File: config.mk
export PLATFORM = sky130hd
export DESIGN_NAME = tap_hold_gesture_detector
export DESIGN_NICKNAME = d
export VERILOG_FILES = /design/src/sv/thg_pkg.sv /design/src/sv/thg_regs.sv /design/src/sv/thg_core.sv /design/src/sv/tap_hold_gesture_detector.sv
export SDC_FILE = /design/constraint.sdc
export NUM_CORES = 1
export LEC_CHECK = 0
export ABC_AREA = 1
export BUFFER_PORTS_ARGS = -buffer_cell sky130_fd_sc_hd__clkbuf_2
export CORE_UTILIZATION = 40
export CTS_CLUSTER_DIAMETER = 50
export DETAILED_ROUTE_END_ITERATION = 10
export GPL_ROUTABILITY_DRIVEN = 0
export SETUP_SLACK_MARGIN = 0.15
export SYNTH_ARGS = -nofsm -noshare
export SYNTH_HDL_FRONTEND = slang
export SYNTH_SLANG_ARGS = --single-unit
File: constraint.sdc
create_clock -name aclk -period 12.6 [get_ports aclk]
set_input_delay 3.78 -clock aclk [delete_from_list [all_inputs] [get_ports aclk]]
set_output_delay 3.78 -clock aclk [all_outputs]
set_load 0.05 [all_outputs]
File: src/sv/thg_pkg.sv
`default_nettype none
// ----------------------------------------------------------------------------
// thg_pkg
// Shared types and constants for the tap and hold gesture detector.
// ----------------------------------------------------------------------------
package thg_pkg;

    localparam int TIME_BITS = 32;
    localparam int CFG_BITS  = 16;
    localparam int ADDR_BITS = 4;

    // register indexes (byte address = 4 * index)
    localparam logic [1:0] REG_LATCH_GAP = 2'd0;
    localparam logic [1:0] REG_TAP_MIN   = 2'd1;
    localparam logic [1:0] REG_TAP_MAX   = 2'd2;
    localparam logic [1:0] REG_HOLD      = 2'd3;

    localparam logic [CFG_BITS-1:0] LATCH_GAP_RST = 16'd300;
    localparam logic [CFG_BITS-1:0] TAP_MIN_RST   = 16'd30;
    localparam logic [CFG_BITS-1:0] TAP_MAX_RST   = 16'd1000;
    localparam logic [CFG_BITS-1:0] HOLD_RST      = 16'd1000;

    typedef struct packed {
        logic [CFG_BITS-1:0] latch_gap_ms;
        logic [CFG_BITS-1:0] tap_min_ms;
        logic [CFG_BITS-1:0] tap_max_ms;
        logic [CFG_BITS-1:0] hold_ms;
    } cfg_t;

    typedef struct packed {
        logic [TIME_BITS-1:0] now_ms;
        logic                 touching;
        logic                 take_tap;
        logic                 take_hold;
    } item_t;

    typedef struct packed {
        logic tap_pending;
        logic hold_pending;
        logic contact_latched;
    } result_t;

endpackage
`default_nettype wire

File: src/sv/thg_regs.sv
`default_nettype none
// ----------------------------------------------------------------------------
// thg_regs
// APB configuration registers: latch gap, tap window and hold time.
// ----------------------------------------------------------------------------
module thg_regs (
    input  wire logic                          aclk,
    input  wire logic                          aresetn,
    input  wire logic                          psel,
    input  wire logic                          penable,
    input  wire logic                          pwrite,
    input  wire logic [thg_pkg::ADDR_BITS-1:0] paddr,
    input  wire logic [31:0]                   pwdata,
    output logic      [31:0]                   prdata,
    output logic                               pready,
    output thg_pkg::cfg_t                      cfg
);
    import thg_pkg::*;

    cfg_t       cfg_reg;
    cfg_t       cfg_next;
    logic [1:0] idx;
    logic       wr_en;

    assign idx    = paddr[3:2];
    assign wr_en  = psel && penable && pwrite;
    assign pready = 1'b1;
    assign cfg    = cfg_reg;

    always_comb begin
        cfg_next = cfg_reg;
        if (wr_en) begin
            case (idx)
                REG_LATCH_GAP: cfg_next.latch_gap_ms = pwdata[CFG_BITS-1:0];
                REG_TAP_MIN:   cfg_next.tap_min_ms   = pwdata[CFG_BITS-1:0];
                REG_TAP_MAX:   cfg_next.tap_max_ms   = pwdata[CFG_BITS-1:0];
                REG_HOLD:      cfg_next.hold_ms      = pwdata[CFG_BITS-1:0];
                default:       cfg_next = cfg_reg;
            endcase
        end
    end

    always_comb begin
        case (idx)
            REG_LATCH_GAP: prdata = {16'd0, cfg_reg.latch_gap_ms};
            REG_TAP_MIN:   prdata = {16'd0, cfg_reg.tap_min_ms};
            REG_TAP_MAX:   prdata = {16'd0, cfg_reg.tap_max_ms};
            REG_HOLD:      prdata = {16'd0, cfg_reg.hold_ms};
            default:       prdata = 32'd0;
        endcase
    end

    always_ff @(posedge aclk) begin
        if (!aresetn) begin
            cfg_reg.latch_gap_ms <= LATCH_GAP_RST;
            cfg_reg.tap_min_ms   <= TAP_MIN_RST;
            cfg_reg.tap_max_ms   <= TAP_MAX_RST;
            cfg_reg.hold_ms      <= HOLD_RST;
        end else begin
            cfg_reg <= cfg_next;
        end
    end

endmodule
`default_nettype wire

File: src/sv/thg_core.sv
`default_nettype none
// ----------------------------------------------------------------------------
// thg_core
// Contact latch, tap and hold state, updated once per request.
// ----------------------------------------------------------------------------
module thg_core (
    input  wire logic            aclk,
    input  wire logic            aresetn,
    input  wire logic            step,
    input  wire thg_pkg::item_t  item,
    input  wire thg_pkg::cfg_t   cfg,
    output thg_pkg::result_t     result
);
    import thg_pkg::*;

    logic                 latched_reg,   latched_next;
    logic                 hold_done_reg, hold_done_next;
    logic                 tap_flag_reg,  tap_flag_next;
    logic                 hold_flag_reg, hold_flag_next;
    logic [TIME_BITS-1:0] last_reg,      last_next;
    logic [TIME_BITS-1:0] start_reg,     start_next;

    logic [TIME_BITS-1:0] gap;
    logic [TIME_BITS-1:0] dur;
    logic [TIME_BITS-1:0] age;
    logic                 release_hit;
    logic                 tap_hit;
    logic                 hold_hit;
    logic                 tap_set;
    logic                 hold_set;

    always_comb begin
        latched_next   = latched_reg;
        hold_done_next = hold_done_reg;
        last_next      = last_reg;
        start_next     = start_reg;

        if (item.touching) begin
            if (!latched_reg) begin
                start_next     = item.now_ms;
                hold_done_next = 1'b0;
            end
            latched_next = 1'b1;
            last_next    = item.now_ms;
        end

        // differences wrap modulo the time width
        gap = item.now_ms - last_next;
        dur = last_next - start_next;
        release_hit = latched_next && !item.touching
                      && (gap > TIME_BITS'(cfg.latch_gap_ms));
        tap_hit = !hold_done_next && (dur >= TIME_BITS'(cfg.tap_min_ms))
                  && (dur <= TIME_BITS'(cfg.tap_max_ms));
        tap_set = release_hit && tap_hit;
        if (release_hit) begin
            latched_next = 1'b0;
        end

        age      = item.now_ms - start_next;
        hold_hit = latched_next && !hold_done_next
                   && (age > TIME_BITS'(cfg.hold_ms));
        hold_set = hold_hit;
        if (hold_hit) begin
            hold_done_next = 1'b1;
        end

        result.tap_pending     = tap_flag_reg || tap_set;
        result.hold_pending    = hold_flag_reg || hold_set;
        result.contact_latched = latched_next;

        // read-and-clear after reporting
        tap_flag_next  = result.tap_pending && !item.take_tap;
        hold_flag_next = result.hold_pending && !item.take_hold;
    end

    always_ff @(posedge aclk) begin
        if (!aresetn) begin
            latched_reg   <= 1'b0;
            hold_done_reg <= 1'b0;
            tap_flag_reg  <= 1'b0;
            hold_flag_reg <= 1'b0;
            last_reg      <= '0;
            start_reg     <= '0;
        end else if (step) begin
            latched_reg   <= latched_next;
            hold_done_reg <= hold_done_next;
            tap_flag_reg  <= tap_flag_next;
            hold_flag_reg <= hold_flag_next;
            last_reg      <= last_next;
            start_reg     <= start_next;
        end
    end

    // a new tap only comes from a release of a contact without hold
    a_tap_on_release: assert property (@(posedge aclk) disable iff (!aresetn)
        step && result.tap_pending && !tap_flag_reg
        |-> !item.touching && latched_reg && !hold_done_reg)
        else $error("tap raised outside a release");

    // a new hold marks the contact as done
    a_hold_done: assert property (@(posedge aclk) disable iff (!aresetn)
        step && result.hold_pending && !hold_flag_reg |=> hold_done_reg)
        else $error("hold raised without hold_done");

    // a touch sample latches and stamps the last touch time
    a_touch_latch: assert property (@(posedge aclk) disable iff (!aresetn)
        step && item.touching |=> latched_reg && (last_reg == $past(item.now_ms)))
        else $error("touch did not latch contact");

    // state moves only on a request
    a_hold_state: assert property (@(posedge aclk) disable iff (!aresetn)
        !step |=> $stable(latched_reg) && $stable(tap_flag_reg) && $stable(hold_flag_reg))
        else $error("state changed without a request");

endmodule
`default_nettype wire

File: src/sv/tap_hold_gesture_detector.sv
`default_nettype none
// a request is registered in the input register, then its result in the output register
// throughput: one request per cycle unless stalled, bounded by the single state-update pass
// a stalled result side holds both registers and drops s_ready once the input register is full
// reset: synchronous active-low aresetn clears the latch, times and events,
// and loads the configuration defaults (gap 300, tap 30..1000, hold 1000)
// ----------------------------------------------------------------------------
// tap_hold_gesture_detector
// Touch tap and long-press detector with an APB configuration port.
// ----------------------------------------------------------------------------
module tap_hold_gesture_detector (
    input  wire logic                          aclk,
    input  wire logic                          aresetn,
    input  wire logic                          psel,
    input  wire logic                          penable,
    input  wire logic                          pwrite,
    input  wire logic [thg_pkg::ADDR_BITS-1:0] paddr,
    input  wire logic [31:0]                   pwdata,
    output logic      [31:0]                   prdata,
    output logic                               pready,
    input  wire logic                          s_valid,
    output logic                               s_ready,
    input  wire logic [thg_pkg::TIME_BITS-1:0] s_now_ms,
    input  wire logic                          s_touching,
    input  wire logic                          s_take_tap,
    input  wire logic                          s_take_hold,
    output logic                               m_valid,
    input  wire logic                          m_ready,
    output logic                               m_tap_pending,
    output logic                               m_hold_pending,
    output logic                               m_contact_latched
);
    import thg_pkg::*;

    cfg_t    cfg;
    item_t   in_reg;
    logic    in_valid_reg;
    result_t out_reg;
    result_t result;
    logic    out_valid_reg;
    logic    step;

    thg_regs u_regs (
        .aclk    (aclk),
        .aresetn (aresetn),
        .psel    (psel),
        .penable (penable),
        .pwrite  (pwrite),
        .paddr   (paddr),
        .pwdata  (pwdata),
        .prdata  (prdata),
        .pready  (pready),
        .cfg     (cfg)
    );

    thg_core u_core (
        .aclk    (aclk),
        .aresetn (aresetn),
        .step    (step),
        .item    (in_reg),
        .cfg     (cfg),
        .result  (result)
    );

    // the input stage moves on when the result register is free or drains
    assign step    = in_valid_reg && (!out_valid_reg || m_ready);
    assign s_ready = !in_valid_reg || step;

    always_ff @(posedge aclk) begin
        if (!aresetn) begin
            in_valid_reg  <= 1'b0;
            out_valid_reg <= 1'b0;
        end else begin
            if (s_ready) begin
                in_valid_reg <= s_valid;
            end
            if (step) begin
                out_valid_reg <= 1'b1;
            end else if (m_ready) begin
                out_valid_reg <= 1'b0;
            end
        end
    end

    always_ff @(posedge aclk) begin
        if (s_valid && s_ready) begin
            in_reg.now_ms    <= s_now_ms;
            in_reg.touching  <= s_touching;
            in_reg.take_tap  <= s_take_tap;
            in_reg.take_hold <= s_take_hold;
        end
        if (step) begin
            out_reg <= result;
        end
    end

    assign m_valid           = out_valid_reg;
    assign m_tap_pending     = out_reg.tap_pending;
    assign m_hold_pending    = out_reg.hold_pending;
    assign m_contact_latched = out_reg.contact_latched;

endmodule
`default_nettype wire
==> impl_metrics.py <==
metrics = {
    "floorplanning": {
        "die_x_um": 197.4,
        "die_area_um2": 38970,
        "die_h_um": 197.4,
        "start_util_pct": 40.65,
        "core_area_um2": 37580,
        "io_pins": 116,
        "row_count": 71,
    },
    "synthesis": {
        "synth-compound-area-share_pct": 17.18,
        "yosys.area_share.simple_pct": 28.55,
        "synthCells": 2376,
        "synth_top_area_share_pct": 17.56,
        "synth_top_area_cell": "dfxtp_1",
        "ys_top_cells_by_area": "dfxtp_1, nand2_1, ha_1",
        "ys_ff_latch": 172,
        "synthXorXnorAreaFrac_pct": 2.695,
        "ys_seq_area_share_pct": 25.03,
        "synthMuxAreaShare_pct": 1.901,
        "synth_top_family_by_area": "simple AND/OR/NAND/NOR gates",
        "netlist_area_um2": 15270,
        "yosysWarnings": 0,
        "ys_types": 44,
        "syn_area_per_cell_um2": 6.428,
        "synth_fa_ha_area_share_pct": 13.42,
    },
    "setup_path": {
        "path_class": "in -> out",
        "worstPathMaxFanout": 15,
        "r2r_cells": 29,
        "r2r_setup_slack_ps": 6790,
        "cp-endpoint": "prdata[7]",
        "reg2reg_from": "in_reg[2]$_DFFE_PP_",
        "end_kind": "output port",
        "crit_required_ps": 8820,
        "r2r_end": "m_tap_pending$_DFFE_PP_",
        "start_kind": "input port",
        "critPathArrivalTime_ps": 5560,
        "crit_start": "paddr[3]",
    },
    "timing": {
        "fmax_ghz": 0.1071,
        "setup_viol": 0,
        "post-route-min-period_ps": 9337,
        "fin_crit_sh_pct": 74.10,
        "rsz0062_at_grt": "no",
        "tns_ps": 0,
        "tightest_slew_ps": 1044,
        "slew_headroom_pct": 30.14,
        "hold_viol": 0,
        "finalMaxSlewViolations": 0,
        "skew_ps": 17.80,
    },
    "clock_tree": {
        "cts-resized-gates": 0,
        "cts_buffers": 17,
        "root_buffer": "clkbuf_16",
        "cts_hold_buffers": 0,
        "clk_latency_ps": 470,
        "clock-sinks": 172,
        "cts.path.max_buffers": 2,
        "clk_pin_slew_ps": 70,
        "h-tree-depth": 4,
        "cts_tree": "yes",
        "postCtsSetupRepairBufs": 0,
    },
    "route": {
        "drt-total-wl_mm": 50.64,
        "routedWlPerCell_um": 17.15,
        "dr.pass1.iters": 5,
        "vias_per_cell": 5.318,
        "detail-route-antenna-nets": 0,
        "drc": 0,
        "drt_iter0_drc": 1542,
        "vias": 15700,
    },
    "finish": {
        "area_delta_synth_final_pct": 9.347,
        "largest_register_ff_count": 64,
        "fin_util_pct": 44.44,
        "finalNetCount": 2668,
        "drive_above_1_share_pct": 7.579,
        "diodes": 0,
        "final_cell_mix": "nand2_1, inv_1, a21oi_1, o21ai_0, nor2_1",
        "final_common_cell": "nand2_1",
    },
    "global_routing": {
        "track_usage_pct": 26.23,
        "grt_max_degree": 120,
        "overflow": 0,
        "grt_pass1_vias": 14690,
        "grt_pass1_wl_mm": 78.54,
        "antenna_found_initial": 0,
    },
    "power": {
        "p_clk_share_pct": 26.7,
        "p_leak_uw": 0.008413,
        "power_frac_comb_pct": 44.0,
        "p_sw_share_pct": 43.55,
        "power.internal_uw": 1178,
        "p_switching_uw": 908.3,
        "sequentialPowerShare_pct": 29.4,
        "power_density_nw_per_um2": 124.9,
        "ir_drop_mv": 0.1151,
    },
    "hold_path": {
        "min_path_type": "reg -> reg",
    },
    "job": {
        "cap_violations": 0,
    },
    "placement": {
        "port_buffers": 80,
        "dp_hpwl_mm": 41.07,
    },
    "run_status": {
        "status": "complete, no violations",
    },
}
final cells by class:
cell class,count,area [um^2]
clock buffers,17,425.4
clock inverters,15,172.7
fillers,3930,20880
inverters,370,1390
multi-input cells,1782,9799
flip-flops and latches,172,3824
well taps,511,639.4
repair buffers,85,450.4
worst max-delay path, stage by stage:
cell and delay [ps]:
clkbuf_2 130, inv_1 50, nor2_1 700, inv_1 190, o22ai_1 170, a21oi_1 50, o21ai_0 160, clkbuf_2 330
how the worst min path moves through the flow:
stage | end | depth (start not counted) | from
floorplan | u_core.tap_flag_reg$_SDFFE_PN0P_ | 2 | u_core.tap_flag_reg$_SDFFE_PN0P_
global placement | u_core.tap_flag_reg$_SDFFE_PN0P_ | 2 | u_core.tap_flag_reg$_SDFFE_PN0P_
detailed placement | u_core.hold_done_reg$_SDFFE_PN0P_ | 2 | u_core.hold_done_reg$_SDFFE_PN0P_
CTS | u_core.hold_done_reg$_SDFFE_PN0P_ | 2 | u_core.hold_done_reg$_SDFFE_PN0P_
global route | u_regs.cfg[42]$_SDFFE_PN0P_ | 2 | u_regs.cfg[42]$_SDFFE_PN0P_
finish | u_core.tap_flag_reg$_SDFFE_PN0P_ | 2 | u_core.tap_flag_reg$_SDFFE_PN0P_
cell usage after synthesis:
cell type / number
o21bai_1: 10
nand3_1: 101
o21ai_1: 1
nor4_1: 2
mux2i_1: 29
and2_1: 6
or2_2: 31
dfxtp_1: 134
a21oi_2: 2
nor2_2: 8
o211ai_1: 23
nand4_1: 33
a21oi_1: 219
nor2_1: 186
nor2_4: 1
o21ai_2: 2
clkbuf_1: 45
a211oi_1: 15
inv_2: 3
fa_1: 3
xnor2_1: 5
inv_1: 365
buf_1: 3
a31oi_1: 2
clkinv_1: 2
a31o_2: 1
nor3_1: 21
a21boi_0: 3
edfxtp_1: 38
nand3b_1: 11
nor3_2: 3
nand2_2: 15
buf_4: 17
a21o_1: 4
conb_1: 2
o21a_1: 6
buf_2: 2
xor2_1: 42
or2_1: 1
and2_2: 1
nand2_1: 618
o22ai_1: 2
ha_1: 159
o21ai_0: 199
per-stage QoR:
stage               hold slack [ps]  setup WS [ps]  instance area, um^2  total power, uW  std cells
finish                        487.4           3263                16700             2086       2952
global placement              461.6           3286                16100             1501       2920
CTS                           486.8           3260                16700             2079       2952
global route                  508.9           3048                16700             2225       2952
detailed placement            475.9           3267                16100             1522       2920
floorplan                     448.8           3563                15330             1277       2391
cells by family (layout without fill, tap and decap cells):
logic type,Yosys count,count (layout)
compound gates,489,489
buf+inv,437,487
flops,172,172
simple gates,1038,1038
mux,29,29
xor+xnor,47,47
fa+ha+maj,162,162
other cells,2,17
metal layers:
| layer | wire length, um | GRT usage, % | part of all wire, % | vias up |
|---|---|---|---|---|
| li1 | - | - | - | 7837 |
| met1 | 23240 | 35.46 | 46 | 7241 |
| met2 | 22840 | 43.02 | 45 | 534 |
| met3 | 3186 | 3.295 | 6.3 | 88 |
| met4 | 1377 | 8.642 | 2.7 | 0 |
| met5 | 0 | 0 | 0 | - |
power groups by stage:
stage | clock [uW] | sequential [uW] | combinational (uW)
floorplan | 0 | 617 | 660
global placement | 0 | 624 | 877
detailed placement | 0 | 624 | 898
CTS | 565 | 612 | 903
global route | 584 | 615 | 1030
finish | 556 | 612 | 917
No activity file was read; power rests on OpenSTA's default activity.
